`src/hdl/json_string_unescape_utf8_top_defines.svh`:
```
// assertion macros for the json string unescaper
`ifndef JSON_STRING_UNESCAPE_UTF8_TOP_DEFINES_SVH
`define JSON_STRING_UNESCAPE_UTF8_TOP_DEFINES_SVH

// same-cycle implication
`define JSU_ASSERT_NOW(label, clk, rst_n, ante, cons, msg) \
	label: assert property (@(posedge clk) disable iff (!rst_n) (ante) |-> (cons)) \
		else $error(msg);

// next-cycle implication
`define JSU_ASSERT_NEXT(label, clk, rst_n, ante, cons, msg) \
	label: assert property (@(posedge clk) disable iff (!rst_n) (ante) |=> (cons)) \
		else $error(msg);

`endif

```
`src/hdl/jsu_pkg.sv`:
```
// shared types for the json string unescaper
package jsu_pkg;

	typedef enum logic [1:0] {
		K_DATA   = 2'd0,
		K_CLOSED = 2'd1,
		K_ERROR  = 2'd2
	} kind_t;

	typedef enum logic [2:0] {
		E_NO_QUOTE     = 3'd0,
		E_CONTROL      = 3'd1,
		E_BAD_ESCAPE   = 3'd2,
		E_BAD_HEX      = 3'd3,
		E_BAD_LOW      = 3'd4,
		E_UNTERMINATED = 3'd5
	} err_t;

	localparam int unsigned GRP_DEPTH = 4;

	typedef struct packed {
		logic       func;
		logic [7:0] in_byte;
	} in_item_t;

	typedef struct packed {
		logic [7:0] out_byte;
		kind_t      kind;
		err_t       error_code;
		logic       last;
	} out_item_t;

	typedef struct packed {
		logic [7:0] out_byte;
		kind_t      kind;
		err_t       error_code;
	} result_t;

	// results caused by one input byte, entry 0 first
	typedef struct packed {
		result_t [GRP_DEPTH-1:0] res;
		logic [2:0]              n;
	} group_t;

endpackage

```
`src/hdl/jsu_stream_if.sv`:
```
// valid/ready stream channel
interface jsu_stream_if #(
	parameter type payload_t = logic [0:0]
);
	logic     valid;
	logic     ready;
	payload_t payload;

	modport source (output valid, output payload, input ready);
	modport sink (input valid, input payload, output ready);
endinterface

```
`src/hdl/json_string_unescape_utf8_top.sv`:
```
// json string unescaper to utf-8, top level
//
//  channel  dir  payload                              transfer
//  text     in   func, in_byte                        one text byte or end marker
//  result   out  out_byte, kind, error_code, last     one decoded result
//
// one input byte per cycle while bytes yield at most one result and result is ready;
// a byte with up to four results holds the result register until the last is taken
// input register, decode logic, result register: the path from byte to first result
// bytes with no result (opening quote, backslash, most hex digits) never wait on result
// text.ready falls only while the input register holds a byte whose results cannot
// yet enter the result register
// asynchronous reset returns the decoder to idle, waiting for an opening quote
module json_string_unescape_utf8_top import jsu_pkg::*; (
	input  logic         clk,
	input  logic         arst_n,
	jsu_stream_if.sink   text,
	jsu_stream_if.source result
);

	logic     valid_s1;
	in_item_t item_s1;
	group_t   grp;
	logic     free;
	logic     advance;
	logic     load;

	assign advance = valid_s1 && (grp.n == 3'd0 || free);
	assign load = advance && grp.n != 3'd0;
	assign text.ready = !valid_s1 || advance;

	always_ff @(posedge clk or negedge arst_n) begin
		if (!arst_n) begin
			valid_s1 <= 1'b0;
		end else if (text.valid && text.ready) begin
			valid_s1 <= 1'b1;
		end else if (advance) begin
			valid_s1 <= 1'b0;
		end
	end

	always_ff @(posedge clk) begin
		if (text.valid && text.ready) item_s1 <= text.payload;
	end

	jsu_decode u_decode (
		.clk    (clk),
		.arst_n (arst_n),
		.step   (advance),
		.item   (item_s1),
		.grp    (grp)
	);

	jsu_out_buf u_out_buf (
		.clk    (clk),
		.arst_n (arst_n),
		.load   (load),
		.grp    (grp),
		.free   (free),
		.result (result)
	);

endmodule

```
`src/hdl/jsu_decode.sv`:
```
// decoder state register and next-state / result logic for one byte
module jsu_decode import jsu_pkg::*; (
	input  logic     clk,
	input  logic     arst_n,
	input  logic     step,
	input  in_item_t item,
	output group_t   grp
);

	typedef enum logic [6:0] {
		M_IDLE          = 7'b0000001,
		M_STR           = 7'b0000010,
		M_ESC           = 7'b0000100,
		M_HEX           = 7'b0001000,
		M_AFTER_HIGH    = 7'b0010000,
		M_AFTER_HIGH_BS = 7'b0100000,
		M_LOW_HEX       = 7'b1000000
	} mode_t;

	typedef struct packed {
		logic    v;
		result_t r;
		mode_t   mode;
	} step_t;

	localparam logic [7:0] CH_QUOTE  = 8'h22;
	localparam logic [7:0] CH_BSLASH = 8'h5c;
	localparam logic [7:0] CH_SLASH  = 8'h2f;
	localparam logic [7:0] CH_B      = 8'h62;
	localparam logic [7:0] CH_F      = 8'h66;
	localparam logic [7:0] CH_N      = 8'h6e;
	localparam logic [7:0] CH_R      = 8'h72;
	localparam logic [7:0] CH_T      = 8'h74;
	localparam logic [7:0] CH_U      = 8'h75;
	localparam logic [7:0] CH_SPACE  = 8'h20;
	localparam logic [5:0] HIGH_TAG  = 6'b110110;
	localparam logic [5:0] LOW_TAG   = 6'b110111;
	localparam logic [20:0] PLANE1   = 21'h10000;

	mode_t       mode_q, nxt_mode;
	logic [15:0] acc_q, nxt_acc;
	logic [1:0]  cnt_q, nxt_cnt;
	logic [9:0]  high_q, nxt_high;

	logic        tail_v;
	result_t     tail_r;
	logic        enc_en;
	logic [20:0] cp;
	logic [4:0]  hv;
	logic [15:0] acc_sh;
	step_t       sb, eb;
	group_t      enc;
	logic [2:0]  enc_n;

	function automatic logic [4:0] hex_val(input logic [7:0] b);
		logic [4:0] v;
		v = 5'h10;
		if (b >= 8'h30 && b <= 8'h39) v = {1'b0, 4'(b - 8'h30)};
		else if (b >= 8'h61 && b <= 8'h66) v = {1'b0, 4'(b - 8'h57)};
		else if (b >= 8'h41 && b <= 8'h46) v = {1'b0, 4'(b - 8'h37)};
		return v;
	endfunction

	function automatic result_t data_res(input logic [7:0] b);
		result_t r;
		r.out_byte = b;
		r.kind = K_DATA;
		r.error_code = E_NO_QUOTE;
		return r;
	endfunction

	function automatic result_t err_res(input err_t code);
		result_t r;
		r.out_byte = 8'h00;
		r.kind = K_ERROR;
		r.error_code = code;
		return r;
	endfunction

	function automatic step_t string_byte(input logic [7:0] b);
		step_t s;
		s.v = 1'b1;
		s.mode = M_STR;
		s.r = data_res(b);
		if (b == CH_QUOTE) begin
			s.r.kind = K_CLOSED;
			s.r.out_byte = 8'h00;
			s.mode = M_IDLE;
		end else if (b < CH_SPACE) begin
			s.r = err_res(E_CONTROL);
			s.mode = M_IDLE;
		end else if (b == CH_BSLASH) begin
			s.v = 1'b0;
			s.mode = M_ESC;
		end
		return s;
	endfunction

	function automatic step_t escape_byte(input logic [7:0] b);
		step_t s;
		s.v = 1'b1;
		s.mode = M_STR;
		s.r = data_res(b);
		case (b)
			CH_QUOTE, CH_BSLASH, CH_SLASH: s.r = data_res(b);
			CH_B: s.r = data_res(8'h08);
			CH_F: s.r = data_res(8'h0c);
			CH_N: s.r = data_res(8'h0a);
			CH_R: s.r = data_res(8'h0d);
			CH_T: s.r = data_res(8'h09);
			CH_U: begin
				s.v = 1'b0;
				s.mode = M_HEX;
			end
			default: begin
				s.r = err_res(E_BAD_ESCAPE);
				s.mode = M_IDLE;
			end
		endcase
		return s;
	endfunction

	function automatic group_t utf8_enc(input logic [20:0] c);
		group_t g;
		g = '0;
		if (c <= 21'h7f) begin
			g.n = 3'd1;
			g.res[0] = data_res(c[7:0]);
		end else if (c <= 21'h7ff) begin
			g.n = 3'd2;
			g.res[0] = data_res({3'b110, c[10:6]});
			g.res[1] = data_res({2'b10, c[5:0]});
		end else if (c <= 21'hffff) begin
			g.n = 3'd3;
			g.res[0] = data_res({4'b1110, c[15:12]});
			g.res[1] = data_res({2'b10, c[11:6]});
			g.res[2] = data_res({2'b10, c[5:0]});
		end else begin
			g.n = 3'd4;
			g.res[0] = data_res({5'b11110, c[20:18]});
			g.res[1] = data_res({2'b10, c[17:12]});
			g.res[2] = data_res({2'b10, c[11:6]});
			g.res[3] = data_res({2'b10, c[5:0]});
		end
		return g;
	endfunction

	always_comb begin
		nxt_mode = mode_q;
		nxt_acc = acc_q;
		nxt_cnt = cnt_q;
		nxt_high = high_q;
		tail_v = 1'b0;
		tail_r = data_res(8'h00);
		enc_en = 1'b0;
		cp = '0;
		hv = hex_val(item.in_byte);
		acc_sh = {acc_q[11:0], hv[3:0]};
		sb = string_byte(item.in_byte);
		eb = escape_byte(item.in_byte);
		unique case (mode_q)
			M_IDLE: begin
				if (item.func || item.in_byte != CH_QUOTE) begin
					tail_v = 1'b1;
					tail_r = err_res(E_NO_QUOTE);
				end else begin
					nxt_mode = M_STR;
				end
			end
			M_STR: begin
				if (item.func) begin
					tail_v = 1'b1;
					tail_r = err_res(E_UNTERMINATED);
					nxt_mode = M_IDLE;
				end else begin
					tail_v = sb.v;
					tail_r = sb.r;
					nxt_mode = sb.mode;
				end
			end
			M_ESC: begin
				if (item.func) begin
					tail_v = 1'b1;
					tail_r = err_res(E_UNTERMINATED);
					nxt_mode = M_IDLE;
				end else begin
					tail_v = eb.v;
					tail_r = eb.r;
					nxt_mode = eb.mode;
					if (eb.mode == M_HEX) begin
						nxt_acc = '0;
						nxt_cnt = '0;
					end
				end
			end
			M_HEX: begin
				if (item.func) begin
					tail_v = 1'b1;
					tail_r = err_res(E_UNTERMINATED);
					nxt_mode = M_IDLE;
				end else if (hv[4]) begin
					tail_v = 1'b1;
					tail_r = err_res(E_BAD_HEX);
					nxt_mode = M_IDLE;
				end else begin
					nxt_acc = acc_sh;
					nxt_cnt = cnt_q + 2'd1;
					if (cnt_q == 2'd3) begin
						if (acc_sh[15:10] == HIGH_TAG) begin
							nxt_high = acc_sh[9:0];
							nxt_mode = M_AFTER_HIGH;
						end else begin
							enc_en = 1'b1;
							cp = {5'b0, acc_sh};
							nxt_mode = M_STR;
						end
					end
				end
			end
			M_AFTER_HIGH: begin
				if (!item.func && item.in_byte == CH_BSLASH) begin
					nxt_mode = M_AFTER_HIGH_BS;
				end else begin
					enc_en = 1'b1;
					cp = {5'b0, HIGH_TAG, high_q};
					if (item.func) begin
						tail_v = 1'b1;
						tail_r = err_res(E_UNTERMINATED);
						nxt_mode = M_IDLE;
					end else begin
						tail_v = sb.v;
						tail_r = sb.r;
						nxt_mode = sb.mode;
					end
				end
			end
			M_AFTER_HIGH_BS: begin
				if (!item.func && item.in_byte == CH_U) begin
					nxt_mode = M_LOW_HEX;
					nxt_acc = '0;
					nxt_cnt = '0;
				end else begin
					enc_en = 1'b1;
					cp = {5'b0, HIGH_TAG, high_q};
					if (item.func) begin
						tail_v = 1'b1;
						tail_r = err_res(E_UNTERMINATED);
						nxt_mode = M_IDLE;
					end else begin
						tail_v = eb.v;
						tail_r = eb.r;
						nxt_mode = eb.mode;
						if (eb.mode == M_HEX) begin
							nxt_acc = '0;
							nxt_cnt = '0;
						end
					end
				end
			end
			M_LOW_HEX: begin
				if (item.func) begin
					tail_v = 1'b1;
					tail_r = err_res(E_UNTERMINATED);
					nxt_mode = M_IDLE;
				end else if (hv[4]) begin
					tail_v = 1'b1;
					tail_r = err_res(E_BAD_HEX);
					nxt_mode = M_IDLE;
				end else begin
					nxt_acc = acc_sh;
					nxt_cnt = cnt_q + 2'd1;
					if (cnt_q == 2'd3) begin
						if (acc_sh[15:10] != LOW_TAG) begin
							tail_v = 1'b1;
							tail_r = err_res(E_BAD_LOW);
							nxt_mode = M_IDLE;
						end else begin
							enc_en = 1'b1;
							cp = PLANE1 + {1'b0, high_q, acc_sh[9:0]};
							nxt_mode = M_STR;
						end
					end
				end
			end
			default: nxt_mode = M_IDLE;
		endcase
		if (nxt_mode == M_IDLE) begin
			nxt_acc = '0;
			nxt_cnt = '0;
			nxt_high = '0;
		end
	end

	// utf-8 bytes first, then the single closing, error or data result
	always_comb begin
		enc = utf8_enc(cp);
		enc_n = enc_en ? enc.n : 3'd0;
		grp = '0;
		for (int i = 0; i < GRP_DEPTH; i++) begin
			if (3'(i) < enc_n) grp.res[i] = enc.res[i];
			else if (3'(i) == enc_n) grp.res[i] = tail_r;
			else grp.res[i] = data_res(8'h00);
		end
		grp.n = enc_n + {2'b0, tail_v};
	end

	always_ff @(posedge clk or negedge arst_n) begin
		if (!arst_n) begin
			mode_q <= M_IDLE;
			acc_q <= '0;
			cnt_q <= '0;
			high_q <= '0;
		end else if (step) begin
			mode_q <= nxt_mode;
			acc_q <= nxt_acc;
			cnt_q <= nxt_cnt;
			high_q <= nxt_high;
		end
	end

endmodule

```
`src/hdl/jsu_out_buf.sv`:
```
// result register that sends a group of results one transfer at a time
`include "json_string_unescape_utf8_top_defines.svh"

module jsu_out_buf import jsu_pkg::*; (
	input  logic         clk,
	input  logic         arst_n,
	input  logic         load,
	input  group_t       grp,
	output logic         free,
	jsu_stream_if.source result
);

	group_t     grp_q;
	logic [1:0] idx_q;
	logic       valid_q;
	logic [2:0] idx_inc;
	logic       last_now;
	logic       fire;
	result_t    cur;

	assign idx_inc = {1'b0, idx_q} + 3'd1;
	assign last_now = idx_inc == grp_q.n;
	assign fire = valid_q && result.ready;
	assign free = !valid_q || (result.ready && last_now);
	assign cur = grp_q.res[idx_q];

	assign result.valid = valid_q;
	assign result.payload = out_item_t'{
		out_byte: cur.out_byte,
		kind: cur.kind,
		error_code: cur.error_code,
		last: last_now
	};

	always_ff @(posedge clk or negedge arst_n) begin
		if (!arst_n) begin
			valid_q <= 1'b0;
			idx_q <= '0;
		end else if (load) begin
			valid_q <= 1'b1;
			idx_q <= '0;
		end else if (fire) begin
			if (last_now) valid_q <= 1'b0;
			else idx_q <= idx_q + 2'd1;
		end
	end

	always_ff @(posedge clk) begin
		if (load) grp_q <= grp;
	end

	`JSU_ASSERT_NOW(a_grp_count, clk, arst_n, valid_q, grp_q.n != 3'd0 && grp_q.n <= 3'd4, "result group count out of range")
	`JSU_ASSERT_NOW(a_load_free, clk, arst_n, load, free, "group loaded over an undelivered one")
	`JSU_ASSERT_NEXT(a_drain, clk, arst_n, fire && last_now && !load, !valid_q, "buffer still valid after its last transfer")
	`JSU_ASSERT_NEXT(a_advance, clk, arst_n, fire && !last_now, valid_q && idx_q == $past(idx_q) + 2'd1, "result index did not advance")

endmodule

```
`src/flat_wrapper.sv`:
```
// flat-port wrapper written by rule: the top's interface ports become plain ports
module json_string_unescape_utf8_top_flat import jsu_pkg::*;
  (clk, arst_n, text_valid, text_payload, text_ready, result_valid, result_payload, result_ready);
  jsu_stream_if #(.payload_t(in_item_t)) text_i ();
  jsu_stream_if #(.payload_t(out_item_t)) result_i ();
  input  logic clk;
  input  logic arst_n;
  input wire logic [$bits(text_i.valid)-1:0] text_valid;
  input wire logic [$bits(text_i.payload)-1:0] text_payload;
  output wire logic [$bits(text_i.ready)-1:0] text_ready;
  output wire logic [$bits(result_i.valid)-1:0] result_valid;
  output wire logic [$bits(result_i.payload)-1:0] result_payload;
  input wire logic [$bits(result_i.ready)-1:0] result_ready;
  assign text_i.valid = text_valid;
  assign text_i.payload = text_payload;
  assign text_ready = text_i.ready;
  assign result_valid = result_i.valid;
  assign result_payload = result_i.payload;
  assign result_i.ready = result_ready;
  json_string_unescape_utf8_top u_core (.clk(clk), .arst_n(arst_n), .text(text_i), .result(result_i));
endmodule
```
`config.mk`:
```
export PLATFORM = sky130hd
export DESIGN_NAME = json_string_unescape_utf8_top_flat
export DESIGN_NICKNAME = d
export VERILOG_FILES = /design/src/hdl/jsu_pkg.sv /design/src/hdl/jsu_stream_if.sv /design/src/hdl/json_string_unescape_utf8_top.sv /design/src/hdl/jsu_decode.sv /design/src/hdl/jsu_out_buf.sv /design/src/flat_wrapper.sv
export VERILOG_INCLUDE_DIRS = /design/src /design/src/hdl
export SDC_FILE = /design/constraint.sdc
export NUM_CORES = 1
export LEC_CHECK = 0
export BUFFER_PORTS_ARGS = -buffer_cell sky130_fd_sc_hd__buf_2
export CAP_MARGIN = 20
export CORE_MARGIN = 1.5
export CORE_UTILIZATION = 30
export CTS_BUF_LIST = sky130_fd_sc_hd__clkbuf_16
export CTS_CLUSTER_DIAMETER = 50
export DETAILED_ROUTE_END_ITERATION = 7
export SLEW_MARGIN = 20
export SYNTH_ARGS = -nofsm -noshare
export SYNTH_HDL_FRONTEND = slang
export SYNTH_SLANG_ARGS = --single-unit
```
`constraint.sdc`:
```
create_clock -name clk -period 5.2 [get_ports clk]
set_input_delay 0.52 -clock clk [delete_from_list [all_inputs] [get_ports clk]]
set_output_delay 0.52 -clock clk [all_outputs]
set_load 0.02 [all_outputs]
```
Word level (Yosys, flattened, before mapping) --
Cells that the tools add are included.
Cells by class: add/sub/neg operators 8, magnitude comparators 15, equal/unequal tests 31, mux-type cells 120, reductions and logical operators 34
Operator list (count):
- 2-to-1 mux 16 bit | 13
- 2-to-1 mux 13 bit | 15
- case mux 13 bit (7 select lines) | 1
- 2-to-1 mux 21 bit | 4
- case mux 21 bit (4 select lines) | 1
- case mux 13 bit (6 select lines) | 1
- 2-to-1 mux 7 bit | 11
- 2-to-1 mux 10 bit | 7
- equality test 8 x 7 -> 1 bit (second input constant) | 7
- 2-to-1 mux 5 bit | 11
- case mux 7 bit (7 select lines) | 1
- case mux 16 bit (3 select lines) | 1
- 2-to-1 mux 40 bit | 1
- 2-to-1 mux 39 bit | 1
- 2-to-1 mux 1 bit | 30
- 2-to-1 mux 29 bit | 1
- binary-select mux 13 bit (select 2 bit) | 1
- 2-to-1 mux 26 bit | 1
- adder 17 x 20 -> 21 bit (first input constant) | 1
- <= comparator 21 x 11 -> 1 bit (second input constant) | 1
- <= comparator 21 x 16 -> 1 bit (second input constant) | 1
- <= comparator 21 x 7 -> 1 bit (second input constant) | 1
- 2-to-1 mux 2 bit | 10
- equality test 8 x 6 -> 1 bit (second input constant) | 2
- 49 further kinds | 84
Word-level totals: flip-flop bits (word level) 103, input bits 13, output and inout port bits 16, word-level logic and storage cells 230

Depth between registers and ports, before layout --
depth after elaboration 23, gate-level depth with buffers 21, depth with buffers taken out 20

Modules after synthesis --
A second synthesis with hierarchy kept.
Second synthesis, totals: cell total of the unflattened synthesis 534, area total of the unflattened synthesis 6007.0 µm²
Modules (own cells, without submodules):
- jsu_decode | times used 1, cells an instance 417, area an instance 3402.0 µm², seq. area each 777.0 µm²
- jsu_out_buf | times used 1, cells an instance 99, area an instance 2255.9 µm², seq. area each 1726.7 µm²
- json_string_unescape_utf8_top | times used 1, cells an instance 18, area an instance 349.1 µm², seq. area each 295.3 µm²

Worst setup path after synthesis --
Ideal clock, no wire load.
kind flip-flop to flip-flop, from register u_core.u_decode.mode_q[1], to register u_core.u_out_buf.grp_q[0] (netlist bit), enable pin, setup time 411 ps, arrival 4743 ps, required time 4789 ps, path slack 46 ps, stages on the path, launching flop included 17, buffers on the path 2, clock period less this slack 5154 ps, cells stage by stage dfrtp_1 buf_2 or4_1 or3_1 buf_2 o22a_2 o221ai_2 nor2_2 inv_1 a21oi_1 ha_1 ha_1 nor4_1 a21boi_0 nor3_2 a21o_1 inv_1
RTL lines:
- start, declared | line jsu_decode.sv:40 | mode_t mode_q, nxt_mode;
- start signal, assigned | line jsu_decode.sv:314 | mode_q <= nxt_mode;
- end signal, assigned | line jsu_out_buf.sv:49 | if (load) grp_q <= grp;
- end, declared | line jsu_out_buf.sv:13 | group_t grp_q;

==> summary.md <==
| Metric | Value |
|---|---|
| DRC viols | `0` |
| Cell count after synthesis | `594` |
| H-tree levels | `3` |
| Crit path largest cell delay | `0.51 ns` |
| First-pass GRT wire length | `26.11 mm` |
| Critical Path RT | `5.50 ns` |
| Met3 GRT Util | `0.03197` |
| Synthesized flop and latch total | `99` |
| TNS Setup | `0 ns` |
| Final Skew | `0.009352 ns` |
| Avg WL per Cell | `17.90 um` |
| Pre-Repair DR Iteration Count | `5` |
| Number of buffers created by CTS | `9` |
| Setup ws final | `0.3759 ns` |
| Layout area overhead | `14.00%` |
| GP Congestion | `0.8828` |
| Final Cell Area | `0.006990 sq mm` |
| Layer with the highest usage | `met2` |
| Worst skew pair latency | `0.36 ns` |
| Ant diodes | `0` |
| Hold Buf Count CTS | `0` |
| Initial Util | `0.3040` |
| Maxcap violations | `0` |
| RSZ-0062 raised after global routing | `false` |
| Origin of the worst setup path | `u_core.item_s1[0]` |
| Tmin final | `4.824 ns` |
| Cells along the critical path | `inv_1, ha_1, o21bai_1, a21oi_1, a21o_1, buf_4, and3_1, nor2_1, a21oi_1, ha_1, ha_1, nor4_1, a21boi_1, or3_1, buf_4, and3_1, a22o_1` |
| CP max stage cell | `edfxtp_1` |
| Antenna violations before repair | `0` |
| Via/cell ratio | `5.514` |
| Root buffer cell | `clkbuf_16` |
| Seq/Total Area, Yosys | `0.4564` |
| Most used DFF post-synth | `edfxtp_1` |
| Final Hold Viols | `0` |
| Critical path data arrival time | `5.12 ns` |
| Mean Syn Cell Area | `10.32 sq um` |
| Synth warn | `0` |
| Die ar. | `0.02131 sq mm` |
| Met1 Usage GRT | `0.2238` |
| Final Cycle Share | `0.9277` |
| Core Box Area | `0.02017 sq mm` |
| Drt total wl | `16.16 mm` |
| DP Worst Slack | `0.4705 ns` |
| Area post-placement | `0.006670 sq mm` |
| Post-cts sizing count | `0` |
| Slew Viols, Final | `0` |
| Total number of vias | `4,979` |
| Post-layout net count | `650` |
| Final HPWL DP | `12.06 mm` |
| CP Max Fanout | `15` |
| HP Class | `in -> async` |
| GRT overflow | `0` |
| Ports | `29` |
| Slew HR | `0.2802` |
| Port-buffer cells | `28` |
| Worst slew pin tran | `1.075 ns` |
| DR iter-0 viols | `415` |
| Kind of end point of the critical path | `register` |
| Clock-pin slew on the worst setup and hold paths | `0.07 ns` |
| Die width | `146.0 um` |
| Post-DRT Antenna Nets | `0` |
| M2 GR Usage | `0.2312` |
| Max Buffers Root-to-Sink | `2` |
| Cell count of the worst reg-to-reg path | `17` |
| CP dominant cell by count | `ha_1` |
| Leakage Power | `2.605 nW` |
| Row cnt | `52` |
| Post-synth EDFFs | `64` |
| FFs w/ async S/R, synth | `0.3535` |
| Max Clk Rate | `207.3 MHz` |
| Post-CTS setup buffer count | `0` |
| Critical path type | `reg -> reg` |
| Post-Syn Area | `0.006132 sq mm` |
| Top cells by area, synth | `edfxtp_1 (31%), dfrtp_1 (14%), mux4_2 (4.8%)` |
| Status | `finished, final reports clean` |
| Pwr dens | `464.7 mW/mm^2` |
| Vias in the first global route | `4,635` |
| Fraction of layout cells with a size suffix above 1 | `0.1864` |
| Cell type with the largest total area after synthesis | `edfxtp_1` |
| Clock Sinks | `99` |
| Yosys top cell area share | `0.3134` |
| Peak VDD IR | `0.0002126 V` |
| GRT Util Overall | `0.1566` |
| RR Startpoint | `u_core.item_s1[0]` |
| Count of unique library cells instantiated by Yosys | `84` |
| Largest net degree at the start of global routing | `36` |
| Nature of the critical path startpoint | `register` |
| Final setup fails | `0` |
| CTS tree | `yes` |
| Die H | `146.0 um` |
-- metrics by stage --
stage,hold WS [ns],util,total power [W],std cells
finish,0.2718,0.3466,0.003248,903
global route,0.3294,0.3466,0.003440,903
CTS,0.3030,0.3460,0.003278,903
detailed placement,0.5054,0.3307,0.002573,887
global placement,0.5005,0.3307,0.002556,887
floorplan,0.2244,-,0.002182,605
-- synth_stat cells (9+ instances only) --
cell type	count
ha_1	9
nand2_1	38
edfxtp_1	64
o21ai_0	48
and3_1	12
a22oi_1	12
clkbuf_1	24
inv_1	18
a22o_1	22
mux4_2	13
a21oi_1	37
nor2_1	43
nand3_1	22
nor3_1	16
dfrtp_1	34
-- routing by layer --
metal / vias to the layer above / share of wire / routed length, um
met5: - / 0 / 0
met4: 0 / 0.027 / 429
met3: 26 / 0.062 / 1006
met1: 2410 / 0.48 / 7687
met2: 186 / 0.44 / 7039
li1: 2357 / - / -
-- kinds of logic (layout without fill, tap and decap cells) --
family	after synthesis	after routing	share of synthesized area
xor+xnor	9	9	0.01286
simple gates	197	197	0.1779
buf+inv	59	87	0.04203
other cells	1	12	0.0006115
mux	24	24	0.07039
compound gates	196	196	0.2214
flops	99	99	0.4564
fa+ha+maj	9	9	0.01836
-- final cells by class --
cell class | instances | area, sq um
repair buffers | 52 | 345.3
fillers | 2035 | 13180
flip-flops and latches | 99 | 2799
multi-input cells | 447 | 3129
clock buffers | 9 | 225.2
inverters | 19 | 71.32
clock inverters | 7 | 82.58
well taps | 270 | 337.8
-- report_power, final --
| part | switching, W | internal (W) |
|---|---|---|
| clock | 0.000320 | 0.000383 |
| sequential | 0.000115 | 0.00120 |
| combinational | 0.000761 | 0.000472 |
| total | 0.00120 | 0.00205 |
-- final timing paths --
| path | endpoint | slack, ns |
|---|---|---|
| setup / recovery | u_core.u_decode.acc_q[8] | 0.38 |
| hold / removal | u_core.u_decode.acc_q[3] | 0.27 |
| setup reg to reg | u_core.u_decode.acc_q[8] | 0.38 |
| hold reg to reg | u_core.u_decode.cnt_q[1] | 0.52 |
| max in group asynchronous | u_core.u_decode.mode_q[3] | 4.36 |
| min in group clk | u_core.item_s1[7] | 0.34 |
-- layout by cell type (no fill, tap or decap), drive strengths merged, types with 4 or more instances in the layout --
| cell | count |
|---|---|
| xnor2 | 6 |
| inv | 23 |
| or3 | 7 |
| nor2b | 5 |
| nor4 | 5 |
| a22o | 22 |
| a32oi | 5 |
| and2 | 5 |
| a211oi | 6 |
| nor2 | 44 |
| nand2 | 39 |
| o22ai | 6 |
| nand3 | 23 |
| mux2 | 8 |
| buf | 52 |
| conb | 12 |
| a21o | 6 |
| a22oi | 12 |
| o21ai | 53 |
| clkbuf | 9 |
| nand4 | 7 |
| and3 | 12 |
| edfxtp | 64 |
| mux4 | 13 |
| o211ai | 6 |
| nand2b | 4 |
| a21oi | 38 |
| dfrtp | 34 |
| ha | 9 |
| o21a | 7 |
| a21boi | 5 |
| nor3 | 20 |
-- worst max-delay path: cells and delay by family, from the launching register on --
kind	cells	cell delay [ns]
AND/OR/NAND/NOR	5	1.55
AO/OA/AOI/OAI	6	1.41
buffers and inverters	3	0.57
adder cells (fa/ha/maj)	3	0.71
flip-flops	1	0.51
-- registers in the layout, summed over array words and instances (netlist names) --
signal / count
u_core.u_out_buf.grp_q: 55
u_core.u_decode.cnt_q: 2
u_core.u_decode.high_q: 10
u_core.u_decode.mode_q: 7
u_core.u_out_buf.result.valid: 1
u_core.u_out_buf.idx_q: 2
u_core.valid_s1: 1
u_core.u_decode.acc_q: 12
u_core.item_s1: 9
(Power assumes the default switching activity.)
